File: config.mk
export PLATFORM = sky130hd
export DESIGN_NAME = lrsg_queue
export DESIGN_NICKNAME = d
export VERILOG_FILES = /design/src/rtl/lrsg_pkg.sv /design/src/rtl/lrsg_queue.sv
export SDC_FILE = /design/constraint.sdc
export NUM_CORES = 1
export LEC_CHECK = 0
export CAP_MARGIN = 20
export CORE_ASPECT_RATIO = 1.25
export CORE_MARGIN = 10
export CORE_UTILIZATION = 45
export CTS_CLUSTER_DIAMETER = 80
export DETAILED_ROUTE_END_ITERATION = 8
export DONT_BUFFER_PORTS = 1
export GPL_ROUTABILITY_DRIVEN = 1
export GPL_TIMING_DRIVEN = 0
export PLACE_DENSITY = 0.71
export REMOVE_ABC_BUFFERS = 1
export SETUP_SLACK_MARGIN = 0.15
export SYNTH_ARGS = -nofsm -noshare
export SYNTH_HDL_FRONTEND = slang
export SYNTH_SLANG_ARGS = --single-unit
File: constraint.sdc
create_clock -name clk -period 4.5 [get_ports clk]
set_input_delay 0.45 -clock clk [delete_from_list [all_inputs] [get_ports clk]]
set_output_delay 0.45 -clock clk [all_outputs]
set_load 0.02 [all_outputs]
File: src/rtl/lrsg_pkg.sv
package lrsg_pkg;

	localparam int MAX_BEAMS   = 1024;
	localparam int BEAM_AW     = $clog2(MAX_BEAMS);
	localparam int MAX_HISTORY = 8;
	localparam int HIST_SLOTS  = MAX_HISTORY - 1;
	localparam int SLOT_W      = $clog2(HIST_SLOTS);
	localparam int RANGE_W     = 16;
	localparam int HIST_W      = RANGE_W * HIST_SLOTS;
	localparam int SUM_W       = RANGE_W + $clog2(MAX_HISTORY);
	localparam int TRIG_W      = 16;
	localparam int LIM_W       = RANGE_W + 4;
	localparam int PROD_W      = SUM_W + 1 + TRIG_W;
	localparam int QDEPTH      = 4;
	localparam int QAW         = $clog2(QDEPTH);
	localparam int QW_LAST     = 256;

	localparam logic [2:0] REG_SAFE_DIST  = 3'd0;
	localparam logic [2:0] REG_BEAM_STEP  = 3'd1;
	localparam logic [2:0] REG_HIST_LEN   = 3'd2;
	localparam logic [2:0] REG_FACING_FWD = 3'd3;
	localparam logic [2:0] REG_BOX_MODE   = 3'd4;
	localparam logic [2:0] REG_BOX_HALF   = 3'd5;
	localparam logic [2:0] REG_START_ANG  = 3'd6;
	localparam logic [2:0] REG_ANGLE_INC  = 3'd7;

	localparam logic REQ_RANGE   = 1'b0;
	localparam logic REQ_COMMAND = 1'b1;

	typedef struct packed {
		logic [15:0] safe_distance_mm;
		logic [10:0] beam_step;
		logic [3:0]  history_length;
		logic        facing_forward;
		logic        box_mode;
		logic [15:0] box_half_width_mm;
		logic [15:0] start_angle;
		logic [11:0] angle_increment;
	} cfg_t;

	typedef struct packed {
		logic        hist_len;
		logic        beam_step;
		logic        start_angle;
		logic [15:0] start_value;
	} cfg_wr_t;

	typedef struct packed {
		logic                      req_type;
		logic [RANGE_W-1:0]        range_mm;
		logic                      last;
		logic                      away;
		logic                      check;
		logic [BEAM_AW-1:0]        addr;
		logic signed [TRIG_W-1:0]  sin_v;
		logic signed [TRIG_W-1:0]  cos_v;
	} q_entry_t;

	typedef logic [QW_LAST:0][15:0] qw_tab_t;

	function automatic qw_tab_t build_qw();
		qw_tab_t tab;
		longint t;
		longint t2;
		longint r;
		longint s;
		for (int i = 0; i <= QW_LAST; i++) begin
			t  = longint'(i) * 128;
			t2 = (t * t) >>> 15;
			r  = 21051 - ((t2 * 2386) >>> 15);
			r  = 51472 - ((t2 * r) >>> 15);
			s  = (t * r) >>> 15;
			if (s > 32767) begin
				s = 32767;
			end
			tab[i] = s[15:0];
		end
		return tab;
	endfunction

	localparam qw_tab_t QW_TAB = build_qw();

	function automatic logic signed [TRIG_W-1:0] sin_lookup(logic [15:0] a);
		logic [9:0]  idx;
		logic [8:0]  j;
		logic [15:0] v;
		idx = a[15:6];
		j   = idx[8] ? (9'd256 - {1'b0, idx[7:0]}) : {1'b0, idx[7:0]};
		v   = QW_TAB[j];
		return idx[9] ? -signed'(v) : signed'(v);
	endfunction

endpackage

File: src/rtl/lrsg_queue.sv
module lrsg_queue (
	input  logic                clk,
	input  logic                arst_n,
	input  logic                push,
	input  lrsg_pkg::q_entry_t  push_entry,
	output logic                full,
	input  logic                pop,
	output logic                head_valid,
	output lrsg_pkg::q_entry_t  head_entry
);

	lrsg_pkg::q_entry_t          slot_q [lrsg_pkg::QDEPTH];
	logic [lrsg_pkg::QAW-1:0]    wptr_q;
	logic [lrsg_pkg::QAW-1:0]    rptr_q;
	logic [lrsg_pkg::QAW:0]      count_q;

	assign full       = (count_q == (lrsg_pkg::QAW+1)'(lrsg_pkg::QDEPTH));
	assign head_valid = (count_q != '0);
	assign head_entry = slot_q[rptr_q];

	always_ff @(posedge clk) begin
		if (push) begin
			slot_q[wptr_q] <= push_entry;
		end
	end

	always_ff @(posedge clk or negedge arst_n) begin
		if (!arst_n) begin
			wptr_q  <= '0;
			rptr_q  <= '0;
			count_q <= '0;
		end else begin
			if (push) begin
				wptr_q <= wptr_q + 1'b1;
			end
			if (pop) begin
				rptr_q <= rptr_q + 1'b1;
			end
			if (push && !pop) begin
				count_q <= count_q + 1'b1;
			end else if (pop && !push) begin
				count_q <= count_q - 1'b1;
			end
		end
	end

endmodule

# After elaboration in Yosys (flattened, before gate mapping)
# Memories as Yosys holds them, arrays and structs flattened.
# Cells that the tools add are included.
classes:
  n_addsub: 4
  multipliers: 0
  div: 0
  magnitude_cmp: 0
  n_eq_ne: 1
  n_shift: 0
  muxes: 4
  bitwise: 0
  reduce_logical: 6
op_table:
  columns: ["operator", "count"]
  rows:
  - ["two-way mux 3 bit", 2]
  - ["adder 2 x 1 -> 2 bit, second input constant", 2]
  - ["adder 3 x 1 -> 3 bit, second input constant", 1]
  - ["== test 3 bit, second input constant", 1]
  - ["nonzero test 3 bit", 1]
  - ["subtractor 3 x 1 -> 3 bit, second input constant", 1]
  - ["logical AND 1 bit", 2]
  - ["logical NOT 1 bit", 2]
  - ["two-way mux 1 bit", 2]
  - ["nonzero test 2 bit", 1]
totals:
  ff_bits: 7
  latchBits: 0
  ramBits: 248
  mem_bits_ro: 0
  in_bits: 66
  out_inout_bits: 64
  wordCells: 19
  n_memories: 1
mem_list:
  columns: ["memory", "words", "width", "read_ports", "rd_ports_with_merged_regs", "write_ports", "line_no", "source"]
  rows:
  - ["slot_q", 4, 62, 1, 0, 1, "lrsg_queue.sv:12", "lrsg_pkg::q_entry_t slot_q [lrsg_pkg::QDEPTH];"]

# Logic depth before layout (Yosys ltp)
# Gate-level depths: netlist of the first run.
logic_depth:
  ltp_word: 4
  mapped_depth: 7
  depth_no_buf: 7

# Worst setup path after synthesis of the first run
# OpenSTA, ideal clock, no wires.
synth_path:
  kind: "reg-to-reg"
  startpoint: "reg wptr_q[0] in the netlist's numbering"
  endpoint: "mem slot_q[2][0] in the netlist's numbering, enable pin"
  setup_ns: 0.426
  arrival_time_ns: 2.076
  t_required_ns: 4.074
  path_slack_ns: 1.998
  path_stages_with_launch: 4
  path_buffers: 0
  synth_period_minus_slack_ns: 2.502
  path_cell_list: "dfrtp_1 -> inv_1 -> ha_1 -> and2_1"
synth_lines:
  columns: ["item", "line_no", "source"]
  rows:
  - ["from (decl)", "lrsg_queue.sv:13", "logic [lrsg_pkg::QAW-1:0] wptr_q;"]
  - ["from (signal assigned)", "lrsg_queue.sv:34", "wptr_q <= wptr_q + 1'b1;"]
  - ["to (decl)", "lrsg_queue.sv:12", null]
# No word-level cell before the write port.

==> metrics.cfg, run 1 <==
[pwr]
leakagePower_nw=3.35
ir_drop_mv=0.452
swShare=0.304
clockPowerShare=0.281
power.density_nw_per_um2=693
pwr-share-seq=0.453
p_sw_w=0.00223
p_int_w=0.00510
p_comb_frac=0.265

[clock_network]
insertion_delay_ns=0.50
clk_pin_slew_ns=0.06
h-tree-depth=1
cts_setup_buffers=0
cts_tree=done
root_buffer=clkbuf_16
cts_buffers=24
clockBufferDepth=3
cts.sinks=255

[place]
place_area_um2=9750
hpwl_mm=10.4
place_congestion=0.654
portBuffers=0

[sta]
slew_violations=0
fin_worst_skew_ns=0.00625
finalSetupViolCount=0
finalSetupTns_ns=0
final_hold_viol_count=0
fin_crit_sh=0.648
max_freq_ghz=0.343
tightest_slew_ns=0.677
holdWs_ns=0.0284
slew_headroom=0.548
rsz0062_at_grt=no
timing.final.crit_period_ns=2.92

[cells_and_area]
layout_commonest_cell=edfxtp_1
fin_area_um2=10600
area_delta_synth_final_pct=12.4
final_layout_size_suffix_gt1_frac=0.273
antenna_cells=0
nNetsFinal=449
fill_cells=1584
final_cell_mix=248 x edfxtp_1, 58 x mux4_2, 25 x clkbuf_16

[setup_path]
cp.required_ns=4.05
reg2reg_from=wptr_q[0]
r2r_end=slot_q[0][58]
crit_fanout=34
worst-path-buf-inv=1
timing.reg2reg.setup_slack_ns=2.72
reg2reg_depth=4
crit_path_end_kind=primary output
max_stage_delay_ns=0.85
crit_path_start_kind=flip-flop
critPathKind=flip-flop to primary output
slowest_stage=dfrtp_4
crit_chain=buf_16 -> mux4_1
crit_family=flip-flops
arrival_ns=2.47

[hold_path]
min_path_type=input pin to flip-flop
hp-start=push
min_to=wptr_q[0]
hold_path_depth=1

[logic_synthesis]
ys_ff_latch=255
postSynthCellCount=358
syn_area_per_cell_um2=26.3
ys_types=19
synth.yosys.seq_area_share=0.809
yosys_warnings=0
mappedNetlistArea_um2=9420

[routing]
viasPerCell=5.43
dr.pass1.iters=4
ant_nets=0
via_count=3630
wl_per_cell_um=24.8
dr.first_iter.drc_count=143
drc_errors=0
wirelength_mm=16.6

[floorplan]
rows=59
die_w_um=149
start_util=0.454
io_pins=130
dieArea_um2=27100
core_area_um2=20700
die_y_um=182

[grt]
grt_max_degree=54
grt_pass1_vias=4033
track_usage=0.122
antenna_found_initial=0
grt.overflow.total=0
grt_pass1_wl_mm=25.3

[flow_run]
cap_violations=0

[status]
outcome=finished clean

-- worst max path at each step --
stage	start	end	slack (ns)	cells after the start
detailed placement	rptr_q[0]	head_entry[58]	2.05	2
global placement	rptr_q[0]	head_entry[57]	-0.48	1
finish	rptr_q[0]	head_entry[57]	1.58	2
floorplan	rptr_q[0]	head_entry[48]	0.75	1
global route	rptr_q[0]	head_entry[57]	1.39	2
CTS	rptr_q[0]	head_entry[58]	1.48	2
-- registers in the layout, summed over array words and instances, names as in the netlist --
name / flops
count_q: 3
rptr_q: 2
slot_q: 248
wptr_q: 2
-- worst reg2reg max path, cell delays in order, from the launching register on --
cell	delay, ns
dfrtp_1	0.43
inv_1	0.10
ha_1	0.14
and2_4	0.48
buf_12	0.29
-- what timing repair did --
action,4_1_cts,5_1_grt
endpoints found under the setup margin,0,0
resized for setup,0,0
hold buffers,1,0
hold endpoints to repair,7,0
-- cells in the mapped netlist --
library cell    n  area, um^2
and2_1          4        25.0
buf_12          6         120
buf_2           7        35.0
buf_6           1        11.3
dfrtp_1         7         175
edfxtp_1      248        7450
fa_1            1        20.0
ha_1            5        62.6
inv_1           4        15.0
mux2_2          1        11.3
mux4_1          4         105
mux4_2         58        1310
nand2_1         2        7.51
nor2_1          1        3.75
nor3b_1         1        7.51
o21ai_0         1        5.00
or3_1           1        6.26
xnor2_1         2        17.5
xor2_1          4        35.0
-- cells by family after synthesis --
| logic type | Yosys count | share of synthesized area |
|---|---|---|
| DFF | 255 | 0.809 |
| muxes | 63 | 0.151 |
| buffers and inverters | 18 | 0.0193 |
| and+or+nand+nor | 9 | 0.00532 |
| xor gates and xnor gates | 6 | 0.00558 |
| adders and majority gates | 6 | 0.00877 |
| AOI/OAI and AO/OA | 1 | 0.000531 |
-- layer usage --
metal,track usage,vias to the layer above,share of wire
li1,-,1562,-
met1,0.132,1954,0.35
met2,0.219,95,0.55
met3,0.0405,19,0.078
met4,0.0358,0,0.016
met5,0,-,0
-- area by class of cell --
class	count	area, um^2	share of cell area
Inverter	4	15.0	0.00142
Timing Repair Buffer	7	145	0.0137
Sequential cell	255	7630	0.721
Multi-Input combinational cell	85	1620	0.153
Clock inverter	9	126	0.0119
Clock buffer	35	703	0.0664
Tap cell	274	343	0.0324
-- power by group through the flow --
stage / registers, W / logic (W) / clock network (W)
2_1_floorplan: 0.00344 / 0.00144 / 0
3_3_place_gp: 0.00360 / 0.00179 / 0
3_5_place_dp: 0.00339 / 0.00203 / 0
4_1_cts: 0.00334 / 0.00204 / 0.00212
5_1_grt: 0.00338 / 0.00208 / 0.00222
6_report: 0.00332 / 0.00194 / 0.00206
-- per-stage QoR --
step,utilization,cells,power [W],worst slack (ns)
after floorplan,-,344,0.00488,0.753
after global routing,0.510,669,0.00768,1.39
after global placement,0.462,618,0.00539,-0.485
after detailed placement,0.470,624,0.00542,2.05
after CTS,0.510,669,0.00750,1.48
final,0.510,669,0.00733,1.58
Note: power is estimated with default switching activity, not from simulation.
==> inputs of run 2 (changes only) <==
- PLACE_DENSITY: 0.71 -> 0.73
- clock period: 4.5 -> 2.49 ns (I/O delays scaled with it)
==> run 2 against run 1 <==
Hold slack better by 0.0076 ns. Non-clock buffer count increased by 68. Largest power group unchanged. Clock power up 81%. Sequential power is 78% higher. Sequential share of layout area down 4.4 points. Critical path depth is the same. Final cell count grew 10%. Clock skew rose by 0.0025 ns.
==> metrics.cfg, run 2 (same netlist as run 1, synthesis figures left out) <==
[status]
outcome=finished clean

[cells_and_area]
register_area_um2=7630
layout_commonest_cell=edfxtp_1
regMostFlops=slot_q
largest_reg_flops=248
final_cell_mix=248 x edfxtp_1, 65 x dlygate4sd3_1, 58 x mux4_2
reg_top3=slot_q (248), count_q (3)
area_delta_synth_final_pct=19.7
final_util=0.543
antenna_cells=0
final_layout_size_suffix_gt1_frac=0.240
fill_cells=1515
multiInputGateArea_um2=1620
nNetsFinal=517
fin_cells=736

[sta]
rsz0062_at_grt=no
max_freq_ghz=0.448
holdWs_ns=0.0360
fin_crit_sh=0.896
fin_worst_skew_ns=0.00879
slew_violations=0
timing.final.crit_period_ns=2.23
slew_headroom=0.551
finalSetupTns_ns=0
tightest_slew_ns=0.672
final_hold_viol_count=0
finalSetupViolCount=0

[clock_network]
h-tree-depth=1
clk_pin_slew_ns=0.07
cts-resized-gates=0
cts.sinks=255
cts_tree=done
insertion_delay_ns=0.50
clockBufferDepth=3
cts_buffers=24
root_buffer=clkbuf_16

[routing]
dr.pass1.iters=4
dr.first_iter.drc_count=186
via_count=3950
viasPerCell=5.37
ant_nets=0
drc_errors=0
wl_per_cell_um=24.3
wirelength_mm=17.9

[flow_run]
cap_violations=0

[floorplan]
rows=59
io_pins=130
core_area_um2=20700
die_w_um=149
die_y_um=182
dieArea_um2=27100
start_util=0.454

[setup_path]
crit_path_end_kind=primary output
crit_path_start_kind=flip-flop
arrival_ns=1.98
timing.reg2reg.setup_slack_ns=0.69
crit_fanout=34
critPathKind=flip-flop to primary output
cp.required_ns=2.24

[grt]
antenna_found_initial=0
grt_max_degree=36
track_usage=0.130
grt.overflow.total=0
grt_pass1_vias=4456
grt_pass1_wl_mm=26.9

[pwr]
ir_drop_mv=0.876
leakagePower_nw=3.64
power.density_nw_per_um2=1200

[place]
hpwl_mm=10.7
portBuffers=0
place_congestion=0.630
dp.cells=624

[hold_path]
min_path_type=input pin to flip-flop

==> run 2: changes by cell type in the layout (fill, tap and decap cells not counted), moves of 2 or more <==
| cell | change |
|---|---|
| dlygate4sd3_1 | +64 |
| buf_12 | +3 |
| clkbuf_1 | -4 |
| clkinv_1 | +4 |
| clkbuf_8 | -4 |
| clkinv_2 | +2 |
==> run 2: repair_timing <==
action / CTS / global route
hold endpoints to repair: 259 / 0
hold buffers: 65 / 0
setup endpoints to repair: 62 / 5
setup buffers: 3 / 1
==> run 2: critical path, cell delays in order (launching register included) <==
cell and delay [ns]:
dfrtp_4 0.44, buf_16 0.26, mux4_1 0.74
==> run 2: power breakdown <==
part | leakage [nW] | internal (W) | switching [W] | total [W]
clock | 0.397 | 0.00224 | 0.00147 | 0.00372
combinational | 0.887 | 0.00148 | 0.00246 | 0.00395
sequential | 2.36 | 0.00562 | 0.000278 | 0.00590
total | 3.64 | 0.00935 | 0.00421 | 0.0136
==> run 2: routing by layer <==
metal / wire [um] / track usage
met5: 0 / 0
met4: 287 / 0.0405
met3: 1010 / 0.0289
met2: 9930 / 0.232
met1: 6650 / 0.152
==> run 2: worst paths after layout <==
path                             from             end  depth (start not counted)
max in group asynchronous      arst_n       rptr_q[0]                          1
setup reg to reg            wptr_q[0]   slot_q[2][30]                          4
setup / recovery            rptr_q[0]  head_entry[61]                          2
hold reg to reg            count_q[2]      count_q[2]                          1
hold / removal                   push      count_q[0]                          2
min in group asynchronous      arst_n      count_q[2]                          1
==> run 2: metrics by stage <==
stage,worst slack (ns),instance area (um^2),total power [W]
after global routing,0.183,11300,0.0142
after detailed placement,0.242,9740,0.00980
after global placement,-2.25,9590,0.00936
final,0.258,11300,0.0136
after CTS,0.164,11300,0.0138
after floorplan,-1.06,9250,0.00883
==> run 2: cell type report <==
type                    count  share of cell area
well taps                 274              0.0304
inverters                   4             0.00133
clock buffers              27              0.0562
clock inverters            16              0.0164
repair buffers             75              0.0746
flip-flops and latches    255               0.677
multi-input cells          85               0.144
==> inputs of run 3 (changes only) <==
- CAP_MARGIN: 20 -> not set
- CORE_ASPECT_RATIO: 1.25 -> 2
==> run 3 against run 2 <==
Clock power is 15% lower. Wire length grew 3.1%. Critical path depth unchanged. Sequential share of layout area is 0.81 points higher. Hold slack gained 0.033 ns. Global-route usage up 0.64 points. First-iteration DRC count rose by 58%. Clock-buffer cell count down 3. Register-to-register slack better by 0.02 ns. Clock skew grew 0.0038 ns. Non-clock buffer count grew 2. Combinational power grew 2%. Largest cell class unchanged.
==> metrics.cfg, run 3 (same netlist as run 1, synthesis figures left out) <==
[sta]
final_hold_viol_count=0
fin_worst_skew_ns=0.0126
tightest_slew_ns=0.668
slew_headroom=0.553
rsz0062_at_grt=no
finalSetupTns_ns=0
max_freq_ghz=0.451
layout_setup_ws_ns=0.272
fin_crit_sh=0.891
finalSetupViolCount=0
slew_violations=0
timing.final.crit_period_ns=2.22
holdWs_ns=0.0688

[setup_path]
crit_path_end_kind=primary output
crit_fanout=22
max_stage_delay_ns=0.61
arrival_ns=1.97
timing.reg2reg.setup_slack_ns=0.71
crit_path_start_kind=flip-flop
crit_family=multiplexers
r2r_end=slot_q[2][60]
reg2reg_from=wptr_q[0]
critPathKind=flip-flop to primary output
cp.required_ns=2.24
crit_chain=bufbuf_16 -> mux4_2
slowest_stage=mux4_2
reg2reg_depth=4
worst-path-buf-inv=1

[place]
place_area_um2=9710
pre_cts_ws_ns=0.324
portBuffers=0
place_congestion=0.691
hpwl_mm=10.7

[routing]
via_count=3933
dr.first_iter.drc_count=294
wirelength_mm=18.4
ant_nets=0
wl_per_cell_um=25.4
drc_errors=0
viasPerCell=5.42
dr.pass1.iters=4

[cells_and_area]
final_cell_mix=248 x edfxtp_1, 65 x dlygate4sd3_1, 58 x mux4_2
regMostFlops=slot_q
final_layout_size_suffix_gt1_frac=0.233
fill_cells=1560
nNetsFinal=516
antenna_cells=0
largest_reg_flops=248
reg_top3=slot_q (248), count_q (3)
area_delta_synth_final_pct=18.3
fin_area_um2=11100
layout_commonest_cell=edfxtp_1

[pwr]
p_int_w=0.00893
clockPowerShare=0.241
pwr-share-seq=0.452
power.density_nw_per_um2=1180
power_w=0.0131
p_comb_frac=0.307
leakagePower_nw=3.59
swShare=0.318
ir_drop_mv=0.689
p_sw_w=0.00417

[grt]
grt_max_degree=37
antenna_found_initial=0
track_usage=0.137
grt_pass1_wl_mm=28.1
grt_pass1_vias=4379
grt.overflow.total=0

[clock_network]
clk_pin_slew_ns=0.07
cts_tree=done
root_buffer=clkbuf_16
insertion_delay_ns=0.51
clockBufferDepth=3
cts.sinks=255
cts_buffers=21
h-tree-depth=1

[hold_path]
min_path_type=input pin to asynchronous set/reset pin

[floorplan]
dieArea_um2=27500
start_util=0.458
die_y_um=225
rows=74
io_pins=130
die_w_um=122
core_area_um2=20600

[status]
outcome=finished clean

[flow_run]
cap_violations=0

## run 3: metrics by stage
step,util,instances
2_1_floorplan,-,344
3_3_place_gp,0.466,610
3_5_place_dp,0.472,615
4_1_cts,0.540,724
5_1_grt,0.542,725
6_report,0.542,725
## run 3: layout make-up
cell class | count | area [um^2] | area share
sequential | 255 | 7630 | 0.685
multi-input combinational | 85 | 1620 | 0.146
timing repair buffer | 77 | 876 | 0.0787
clock buffer | 24 | 537 | 0.0482
tap | 266 | 333 | 0.0299
clock inverter | 14 | 123 | 0.0110
inverter | 4 | 15.0 | 0.00135
## run 3: timing repair
action | CTS | global route
gates resized for setup | 0 | 0
hold buffers | 65 | 0
setup buffers | 5 | 1
gates cloned | 1 | 0
setup endpoints to repair | 62 | 30
hold endpoints to repair | 259 | 0
## run 3: worst max-delay path by stage
stage	to	depth (start not counted)	slack [ns]	startpoint
finish	head_entry[39]	2	0.27	rptr_q[0]
global route	head_entry[4]	2	0.19	rptr_q[0]
CTS	head_entry[56]	2	0.15	rptr_q[1]
detailed placement	head_entry[58]	2	0.32	rptr_q[0]
global placement	head_entry[58]	1	-2.10	rptr_q[0]
floorplan	head_entry[48]	1	-1.06	rptr_q[0]
## run 3: metal layers
layer  wire [um]  up-vias  global-route usage
met4         400        0              0.0447
met2       10500      100               0.246
met3         905       22              0.0263
li1            -     1701                   -
met1        6610     2110               0.158
met5           0        -                   0
## run 3: power by group through the flow
stage          clock network (W)  logic [W]  registers [W]
6_report                 0.00316    0.00402        0.00592
5_1_grt                  0.00343    0.00429        0.00600
4_1_cts                  0.00326    0.00406        0.00598
3_5_place_dp                   0    0.00350        0.00627
3_3_place_gp                   0    0.00296        0.00640
2_1_floorplan                  0    0.00260        0.00622
